`config.mk`:
```
export PLATFORM = sky130hd
export DESIGN_NAME = keyed_expiry_timer_table_top
export DESIGN_NICKNAME = d
export VERILOG_FILES = /design/src/rtl/ket_pkg.sv /design/src/rtl/keyed_expiry_timer_table_top.sv
export SDC_FILE = /design/constraint.sdc
export NUM_CORES = 1
export LEC_CHECK = 0
export BUFFER_PORTS_ARGS = -buffer_cell sky130_fd_sc_hd__buf_2
export CAP_MARGIN = 20
export CORE_MARGIN = 4
export CORE_UTILIZATION = 49
export CTS_CLUSTER_DIAMETER = 80
export DETAILED_ROUTE_END_ITERATION = 12
export PLACE_DENSITY_LB_ADDON = 0.08
export SYNTH_ARGS = -nofsm -noshare
export SYNTH_HDL_FRONTEND = slang
export SYNTH_SLANG_ARGS = --single-unit
```
`constraint.sdc`:
```
create_clock -name clk -period 9.4 [get_ports clk]
set_input_delay 1.41 -clock clk [delete_from_list [all_inputs] [get_ports clk]]
set_output_delay 1.41 -clock clk [all_outputs]
set_load 0.03 [all_outputs]
```
`src/rtl/ket_pkg.sv`:
```
package ket_pkg;

  // Table geometry
  localparam int CAPACITY  = 16;
  localparam int ID_BITS   = 16;
  localparam int TIME_BITS = 32;

  localparam int IDX_W = $clog2(CAPACITY);
  localparam int CNT_W = $clog2(CAPACITY + 1);

  // Port field widths
  localparam int ID_W     = 16;
  localparam int TIME_W   = 32;
  localparam int STATUS_W = 3;

  // Action codes
  localparam logic ACT_SCHEDULE = 1'b0;
  localparam logic ACT_TICK     = 1'b1;

  // Result status codes
  localparam logic [STATUS_W-1:0] ST_INSERTED  = 3'd0;
  localparam logic [STATUS_W-1:0] ST_SHORTENED = 3'd1;
  localparam logic [STATUS_W-1:0] ST_UNCHANGED = 3'd2;
  localparam logic [STATUS_W-1:0] ST_DROPPED   = 3'd3;
  localparam logic [STATUS_W-1:0] ST_EXPIRED   = 3'd4;
  localparam logic [STATUS_W-1:0] ST_NONE      = 3'd5;

  typedef struct packed {
    logic              action;
    logic [ID_W-1:0]   object_id;
    logic [TIME_W-1:0] lifetime;
    logic [TIME_W-1:0] elapsed;
  } request_t;

  typedef struct packed {
    logic [STATUS_W-1:0] status;
    logic [ID_W-1:0]     expired_id;
    logic                last;
  } result_t;

  typedef enum logic [2:0] {
    S_IDLE,
    S_SEARCH,
    S_REMOVE,
    S_PLACE,
    S_SUB,
    S_POP
  } state_t;

endpackage

```
`src/rtl/keyed_expiry_timer_table_top.sv`:
```
// Schedule steps from request to result: key search, shift-out of the old entry, shift-in
//   from the back, one slot per cycle through one unit.
// Tick steps: saturating subtract over every entry, then one result per expired entry, or a
//   single none result if none expired; done pulses once per result, the receiver cannot stall.
// Throughput: one request at a time; busy drops in the cycle that shows the last result.
// Reset: rst (synchronous) empties the table and returns to idle; entry contents are not cleared.
module keyed_expiry_timer_table_top (
  input  logic               clk,
  input  logic               rst,
  input  logic               start,
  input  ket_pkg::request_t  request,
  output logic               busy,
  output logic               done,
  output ket_pkg::result_t   result
);

  localparam int IdB  = ket_pkg::ID_BITS;
  localparam int TimB = ket_pkg::TIME_BITS;
  localparam int IdxW = ket_pkg::IDX_W;
  localparam int CntW = ket_pkg::CNT_W;

  // Entry storage, kept in descending order of remaining time
  logic [IdB-1:0]  key_mem [ket_pkg::CAPACITY];
  logic [TimB-1:0] rem_mem [ket_pkg::CAPACITY];

  ket_pkg::state_t  state, state_next;
  logic [CntW-1:0]  pos, pos_next;
  logic [CntW-1:0]  count, count_next;
  logic [CntW-1:0]  zcnt, zcnt_next;
  logic             shortened, shortened_next;
  logic [IdB-1:0]   req_id;
  logic [TimB-1:0]  req_time;
  ket_pkg::result_t res_next;
  logic             done_next;

  // Single write port
  logic             wr_en;
  logic [IdxW-1:0]  wr_idx;
  logic [IdB-1:0]   wr_key;
  logic [TimB-1:0]  wr_rem;

  // Single read port
  logic [IdxW-1:0]  rd_idx;
  logic [IdB-1:0]   rd_key;
  logic [TimB-1:0]  rd_rem;

  logic [CntW-1:0]  pos_inc, pos_dec, count_dec;
  logic [TimB:0]    diff;
  logic             rem_gt;
  logic             accept;

  assign accept    = start && !busy;
  assign busy      = (state != ket_pkg::S_IDLE);
  assign pos_inc   = pos + 1'b1;
  assign pos_dec   = pos - 1'b1;
  assign count_dec = count - 1'b1;

  // Read address depends on which slot the current step looks at
  always_comb begin
    unique case (state)
      ket_pkg::S_REMOVE: rd_idx = pos_inc[IdxW-1:0];
      ket_pkg::S_PLACE:  rd_idx = pos_dec[IdxW-1:0];
      ket_pkg::S_POP:    rd_idx = count_dec[IdxW-1:0];
      default:           rd_idx = pos[IdxW-1:0];
    endcase
  end

  assign rd_key = key_mem[rd_idx];
  assign rd_rem = rem_mem[rd_idx];

  // Shared subtract/compare unit: entry time against request time
  assign diff   = {1'b0, rd_rem} - {1'b0, req_time};
  assign rem_gt = !diff[TimB] && (diff[TimB-1:0] != '0);

  // Sequencer
  always_comb begin
    state_next     = state;
    pos_next       = pos;
    count_next     = count;
    zcnt_next      = zcnt;
    shortened_next = shortened;
    wr_en          = 1'b0;
    wr_idx         = pos[IdxW-1:0];
    wr_key         = rd_key;
    wr_rem         = rd_rem;
    done_next      = 1'b0;
    res_next       = '0;
    res_next.last  = 1'b1;

    unique case (state)
      ket_pkg::S_IDLE: begin
        if (accept) begin
          pos_next       = '0;
          zcnt_next      = '0;
          shortened_next = 1'b0;
          state_next     = (request.action == ket_pkg::ACT_TICK) ?
                           ket_pkg::S_SUB : ket_pkg::S_SEARCH;
        end
      end

      // Look for the key, one slot per cycle
      ket_pkg::S_SEARCH: begin
        if (pos == count) begin
          if (count == CntW'(ket_pkg::CAPACITY)) begin
            res_next.status = ket_pkg::ST_DROPPED;
            done_next       = 1'b1;
            state_next      = ket_pkg::S_IDLE;
          end else begin
            state_next = ket_pkg::S_PLACE;
          end
        end else if (rd_key == req_id) begin
          if (rem_gt) begin
            shortened_next = 1'b1;
            state_next     = ket_pkg::S_REMOVE;
          end else begin
            res_next.status = ket_pkg::ST_UNCHANGED;
            done_next       = 1'b1;
            state_next      = ket_pkg::S_IDLE;
          end
        end else begin
          pos_next = pos_inc;
        end
      end

      // Close the gap left by the old entry
      ket_pkg::S_REMOVE: begin
        if (pos_inc < count) begin
          wr_en    = 1'b1;
          pos_next = pos_inc;
        end else begin
          count_next = count_dec;
          pos_next   = count_dec;
          state_next = ket_pkg::S_PLACE;
        end
      end

      // Walk from the back, shifting up entries not above the new time
      ket_pkg::S_PLACE: begin
        wr_en = 1'b1;
        if (pos != '0 && !rem_gt) begin
          pos_next = pos_dec;
        end else begin
          wr_key          = req_id;
          wr_rem          = req_time;
          count_next      = count + 1'b1;
          res_next.status = shortened ? ket_pkg::ST_SHORTENED : ket_pkg::ST_INSERTED;
          done_next       = 1'b1;
          state_next      = ket_pkg::S_IDLE;
        end
      end

      // Saturating subtract over all entries, counting zeros
      ket_pkg::S_SUB: begin
        if (pos == count) begin
          state_next = ket_pkg::S_POP;
        end else begin
          wr_en    = 1'b1;
          wr_rem   = rem_gt ? diff[TimB-1:0] : '0;
          pos_next = pos_inc;
          if (!rem_gt) begin
            zcnt_next = zcnt + 1'b1;
          end
        end
      end

      // Emit zero entries from the back
      ket_pkg::S_POP: begin
        done_next = 1'b1;
        if (zcnt == '0) begin
          res_next.status = ket_pkg::ST_NONE;
          state_next      = ket_pkg::S_IDLE;
        end else begin
          res_next.status              = ket_pkg::ST_EXPIRED;
          res_next.expired_id[IdB-1:0] = rd_key;
          res_next.last                = (zcnt == CntW'(1));
          count_next                   = count_dec;
          zcnt_next                    = zcnt - 1'b1;
          if (zcnt == CntW'(1)) begin
            state_next = ket_pkg::S_IDLE;
          end
        end
      end

      default: begin
        state_next = ket_pkg::S_IDLE;
      end
    endcase
  end

  // Control registers
  always_ff @(posedge clk) begin
    if (rst) begin
      state <= ket_pkg::S_IDLE;
      count <= '0;
      done  <= 1'b0;
    end else begin
      state <= state_next;
      count <= count_next;
      done  <= done_next;
    end
  end

  // Working registers and result
  always_ff @(posedge clk) begin
    pos       <= pos_next;
    zcnt      <= zcnt_next;
    shortened <= shortened_next;
    result    <= res_next;
    if (accept) begin
      req_id   <= request.object_id[IdB-1:0];
      req_time <= (request.action == ket_pkg::ACT_TICK) ?
                  request.elapsed[TimB-1:0] : request.lifetime[TimB-1:0];
    end
  end

  // Table write port
  always_ff @(posedge clk) begin
    if (wr_en) begin
      key_mem[wr_idx] <= wr_key;
      rem_mem[wr_idx] <= wr_rem;
    end
  end

  // Checks
  a_count_range: assert property (@(posedge clk) disable iff (rst)
    count <= CntW'(ket_pkg::CAPACITY))
    else $error("entry count above capacity");

  a_accept_busy: assert property (@(posedge clk) disable iff (rst)
    accept |=> busy)
    else $error("request accepted but block not busy");

  a_done_from_busy: assert property (@(posedge clk) disable iff (rst)
    done |-> $past(busy))
    else $error("result without a request in progress");

  a_expire_pops: assert property (@(posedge clk) disable iff (rst)
    (done && result.status == ket_pkg::ST_EXPIRED) |-> (count == $past(count) - 1'b1))
    else $error("expired result without a pop");

  a_single_last: assert property (@(posedge clk) disable iff (rst)
    (done && result.status != ket_pkg::ST_EXPIRED) |-> result.last)
    else $error("single result not marked last");

  a_last_frees: assert property (@(posedge clk) disable iff (rst)
    (done && result.last) |-> !busy)
    else $error("busy after last result");

endmodule
```
== Yosys cells after proc, flatten, opt, wreduce, memory -nomap -nowiden ==
Memory sizes are Yosys's and may differ from the RTL's.
Cells that the tools add are included.
Storage, ports and cells
  output and inout port bits: 22
  logic and storage cells: 125
  memories: 2
  RAM bits: 768
  flip-flop bits (word level): 88
Memories
  rem_mem: depth 16, width 32, rd ports 1, clocked after Yosys merged registers in 0, write ports 1, line keyed_expiry_timer_table_top.sv:24  | logic [TimB-1:0] rem_mem [ket_pkg::CAPACITY];
  key_mem: depth 16, width 16, rd ports 1, clocked after Yosys merged registers in 0, write ports 1, line keyed_expiry_timer_table_top.sv:23  | logic [IdB-1:0] key_mem [ket_pkg::CAPACITY];
Operators by class
  mux-type cells: 59
  bitwise gates (word level): 1
  $lt $le $gt $ge: 1
  reductions and logical operators: 21
  equal/unequal tests: 23
  add/subtract/negate cells: 7
Operators with widths (number)
  $mux W32: 4
  $pmux W32 S2: 1
  $mux W5: 12
  $sub A32 B32 Y33: 1
  $mux W16: 2
  $reduce_bool A32 Y1: 1
  $mux W3: 10
  $pmux W5 S3: 2
  $pmux W5 S5: 1
  $ne A2 B2 Y1 const B: 12
  $pmux W3 S6: 1
  $eq A16 B16 Y1: 1
  $mux W1: 16
  $add A5 B1 Y5 const B: 3
  $sub A5 B1 Y5 const B: 3
  $pmux W4 S3: 1
  $reduce_and A6 Y1: 2
  $mux W2: 5
  $reduce_and A5 Y1: 2
  $reduce_bool A5 Y1: 2
  $pmux W3 S3: 1
  $reduce_bool A3 Y1: 3
  $eq A3 B2 Y1 const B: 2
  $eq A3 B3 Y1 const B: 2
  16 further kinds: 22

== Longest topological paths before layout ==
An unclocked memory read counts as a cell.
  word-level depth: 10
  depth in mapped cells: 32
  mapped depth without buffers: 24

== Worst setup path after synthesis ==
No wires, ideal clock.
  kind: reg-to-reg
  start: register pos[0]
  end: memory rem_mem[0][12] (netlist bit) (data pin)
  cell stages (with the launch flop): 32
  data arrival time: 6773 ps
  library setup time: 294 ps
  slack: 2332 ps
  period minus slack after synthesis: 7068 ps
  required time: 9106 ps
  path buffers: 10
  path through: edfxtp_1 > clkbuf_1 > inv_1 > ha_1 > inv_1 > o22ai_1 > a222oi_1 > clkbuf_1 > buf_2 > buf_2 > buf_1 > buf_1 > clkbuf_1 > a21oi_1 > a21oi_1 > a21oi_1 > ha_1 > buf_6 > a21oi_4 > o211ai_1 > o21a_1 > o21a_1 > or4b_1 > o211ai_2 > nand4b_1 > or3_1 > o31a_1 > o21ai_1 > buf_4 > buf_2 > nor2_1 > o22ai_1
On the way
  cells in the longest elaborated chain, start to end: 10
  elaborated cells on any way between the ends: 16
Ends and longest elaborated chain
  start, declared: line keyed_expiry_timer_table_top.sv:27  | logic [CntW-1:0] pos, pos_next;
  start signal, assigned: line keyed_expiry_timer_table_top.sv:205  | pos <= pos_next;
  $sub A5 B1 Y5 or $add A5 B1 Y5 (tied branches): line keyed_expiry_timer_table_top.sv:55, keyed_expiry_timer_table_top.sv:54
  $pmux W4 S3: line keyed_expiry_timer_table_top.sv:60  | unique case (state)
  $mem_v2 Z16 W32
  $sub A32 B32 Y33: line keyed_expiry_timer_table_top.sv:72  | assign diff = {1'b0, rd_rem} - {1'b0, req_time};
  $reduce_bool A32 Y1 or $logic_not A1 Y1 (tied branches): line keyed_expiry_timer_table_top.sv:73  | assign rem_gt = !diff[TimB] && (diff[TimB-1:0] != '0);
  $logic_and A1 B1 Y1: line keyed_expiry_timer_table_top.sv:73
  $logic_not A1 Y1
  $logic_and A1 B1 Y1: line keyed_expiry_timer_table_top.sv:140  | if (pos != '0 && !rem_gt) begin
  $mux W32: line keyed_expiry_timer_table_top.sv:140
  $pmux W32 S2 *: line keyed_expiry_timer_table_top.sv:90  | unique case (state)
  named net wr_rem[12]: line keyed_expiry_timer_table_top.sv:40  | logic [TimB-1:0] wr_rem;
  end, declared: line keyed_expiry_timer_table_top.sv:24
Mark *: on every way through the listed nets, which the timed path passes. The rest lies on a longest branch.

== Worst setup path after layout ==
  start: register state[1]
  end: memory rem_mem[2][8] (netlist bit) (data pin)
On the way
  cells in the longest elaborated chain, start to end: 10
  elaborated cells on any way between the ends: 16
Ends and longest elaborated chain
  start, declared: line keyed_expiry_timer_table_top.sv:26  | ket_pkg::state_t state, state_next;
  start signal, assigned: line keyed_expiry_timer_table_top.sv:193  | state <= ket_pkg::S_IDLE;
  start signal, assigned: line keyed_expiry_timer_table_top.sv:197  | state <= state_next;
  $eq A3 B3 Y1 (tied with other cells): line keyed_expiry_timer_table_top.sv:60
  $pmux W4 S3: line keyed_expiry_timer_table_top.sv:60
  $mem_v2 Z16 W32
  $sub A32 B32 Y33: line keyed_expiry_timer_table_top.sv:72
  $reduce_bool A32 Y1 or $logic_not A1 Y1 (tied branches): line keyed_expiry_timer_table_top.sv:73
  $logic_and A1 B1 Y1: line keyed_expiry_timer_table_top.sv:73
  $logic_not A1 Y1
  $logic_and A1 B1 Y1: line keyed_expiry_timer_table_top.sv:140
  $mux W32: line keyed_expiry_timer_table_top.sv:140
  $pmux W32 S2 *: line keyed_expiry_timer_table_top.sv:90
  named net wr_rem[8]: line keyed_expiry_timer_table_top.sv:40
Marks and branches as above.

==> flow_summary.ini <==
[logic_synthesis]
synth_warnings = 0
synth_compound_area_frac = 0.1146
synth-edff-count = 827
ys_types = 77
synthArstFlopShare = 0
syn_area_per_cell_um2 = 15.04
ys.flop_type = edfxtp_1
synth_mux_area_frac = 0.08976
synthCells = 2471
synth-seq-area-share = 0.6839
synth-adder-area-share = 0.01704
syn_area_um2 = 37160
synth_seq_cells = 856
synth-simple-area-share = 0.05636
synth_top_family_by_area = compound AO/OA/AOI/OAI gates
syn-num-nets = 2605
synth_xor_xnor_area_share = 0.01367

[hold_path]
hold_depth = 2
hp-start = shortened
hp-class = reg -> reg
worstHoldEndpoint = result[17]

[route]
route.detailed.drc = 0
firstDrtPassIters = 7
ant_nets = 0
via_count = 21840
viasPerCell = 5.998
drt-total-wl_mm = 95.38
post_drt_wl_per_cell_um = 26.19
drtIter0Drc = 2084

[critical_path]
regToRegSetupSlack_ns = 0.90
r2r_end = rem_mem[2][8]
critPathCaptureType = register
cpPeakStageDelay_ns = 0.89
arrival_ns = 8.78
path_cells = nand2b_1 -> o22ai_1 -> a222oi_1 -> buf_12 -> buf_4 -> a211oi_1 -> a211oi_1 -> a21oi_1 -> a21oi_1 -> ha_1 -> a21oi_1 -> a21boi_0 -> nand2_1 -> xor2_1 -> nor4_1 -> nand4_1 -> or3_1 -> o31a_1 -> o21ai_4 -> buf_4 -> nor2_1 -> o22ai_1
rr_worst_depth = 22
critPathTopFamily = compound AO/OA/AOI/OAI gates
start_kind = register
r2r_start = state[1]
path_max_fanout = 77
critPathBufInv = 3
crit_type = reg -> reg
crit_required_ns = 9.68
cp_slowest_cell = o22ai_1
critPathMostFrequentCell = a21oi_1

[clock_tree]
cts_max_path_buffers = 3
cts_made_buffers = 91
cts.sinks = 856
cts.repair.resized = 0
cts_tree = yes
worst_skew_pair.late_latency_ns = 0.66
cts_root_buffer = clkbuf_16
cts_htree_levels = 3
postCtsSetupRepairBufs = 0
holdBufCountCts = 0
clk_pin_slew_ns = 0.06

[timing]
clock.fmax_ghz = 0.1177
period_needed_ns = 8.499
drv_slew = 0
holdWs_ns = 0.4716
max_slew_margin = 0.2282
grt_setup_unrepaired = no
skew_ns = 0.03361
period_share = 0.9041
worstMarginPinSlew_ns = 1.158
tns_ns = 0
hold_viol_final = 0
finalSetupViolations = 0

[die]
dieArea_um2 = 80310
start_util = 0.4967
core_um2 = 74820
num_rows = 100
dieWidth_um = 283.4
die_y_um = 283.4
ios = 106

[final_layout]
final_cell_mix = edfxtp_1 (827), a211oi_1 (231), a21oi_1 (213)
fill_cells = 5910
antennaDiodeCount = 0
fin_cells = 3642
drive_gt1_frac = 0.1856
multi_input_area_um2 = 11030
seq_area_um2 = 25410
nNetsFinal = 2731
syn2layout_area_growth_pct = 13.91
layout_commonest_cell = edfxtp_1

[global_routing]
antenna_found_initial = 0
grt_pass1_vias = 21570
grt_max_degree = 94
grt_pass1_wl_mm = 139.9
grt_usage = 0.2324
overflow = 0

[placed_design]
dp.cells = 3470
post-dp-hpwl_mm = 55.96
place_congestion = 0.9154
port_buffers = 105

[run_status]
status = completed

[run]
cap_violations = 0
area by class of cell:
cell class | instances | share of cell area
tap | 969 | 0.02864
multi-input combinational | 1394 | 0.2605
timing repair buffer | 195 | 0.03015
inverter | 59 | 0.005232
sequential | 856 | 0.6004
clock inverter | 59 | 0.01794
clock buffer | 110 | 0.05719
worst max-delay path by stage:
stage / from / end / slack [ns] / cells past startpoint
floorplan: pos[0] / rem_mem[0][12] / 2.33 / 31
global placement: state[0] / rem_mem[6][22] / 1.36 / 23
detailed placement: state[1] / rem_mem[13][8] / 1.09 / 23
CTS: state[1] / rem_mem[2][8] / 1.06 / 23
global route: state[1] / rem_mem[6][23] / 0.44 / 23
finish: state[1] / rem_mem[2][8] / 0.90 / 22
stage by stage:
step                        util  setup slack (ns)  area, µm²
after global placement    0.5228             1.357      39120
after CTS                 0.5655             1.057      42310
after global routing      0.5658            0.4411      42330
after floorplan                -             2.332      37160
final                     0.5658            0.9011      42330
after detailed placement  0.5229             1.091      39130
cell usage after synthesis (all sizes together), types with 19 or more instances:
| cell | instances | area share |
|---|---|---|
| xor2 | 33 | 0.0078 |
| clkbuf | 77 | 0.0078 |
| nand2 | 72 | 0.0073 |
| o21ai | 42 | 0.0058 |
| o22ai | 26 | 0.0044 |
| buf | 85 | 0.011 |
| dfxtp | 29 | 0.016 |
| a22oi | 32 | 0.0065 |
| xnor2 | 25 | 0.0059 |
| nor3 | 19 | 0.0026 |
| mux2 | 50 | 0.015 |
| mux4 | 64 | 0.039 |
| edfxtp | 827 | 0.67 |
| a21oi | 219 | 0.030 |
| a211oi | 232 | 0.047 |
| inv | 59 | 0.0060 |
| ha | 49 | 0.016 |
| nor2 | 80 | 0.0081 |
| nor2b | 138 | 0.023 |
| mux2i | 133 | 0.036 |
sequential cells by signal, summed over array words and instances, names as in the netlist, 3 cells and up:
name and count:
zcnt 5, pos 5, state 3, req_time 32, result 20, count 5, key_mem 256, req_id 16
rem_mem 512
kinds of logic after synthesis:
group / Yosys count
XOR/XNOR: 58
flip-flops: 856
adder cells (fa/ha/maj): 50
multiplexers: 247
AND/OR/NAND/NOR: 397
AO/OA/AOI/OAI: 642
buffers and inverters: 221
tightest hold or removal path: stages (launching register included):
cell	delay (ns)
edfxtp_1	0.32
nand2_1	0.05
o221ai_1	0.06
routing by layer:
layer | routed length [µm] | global-route usage | vias to the layer above | part of all wire
met5 | 0 | 0 | - | 0
met4 | 2537 | 0.06945 | 0 | 0.027
met3 | 4445 | 0.03213 | 158 | 0.047
met2 | 45990 | 0.3845 | 643 | 0.48
met1 | 42410 | 0.3239 | 11050 | 0.44
li1 | - | - | 9996 | -
Power is left out: the tool's default activity adds up to more than one toggle a clock period on the data nets, which glitch-free logic cannot reach.
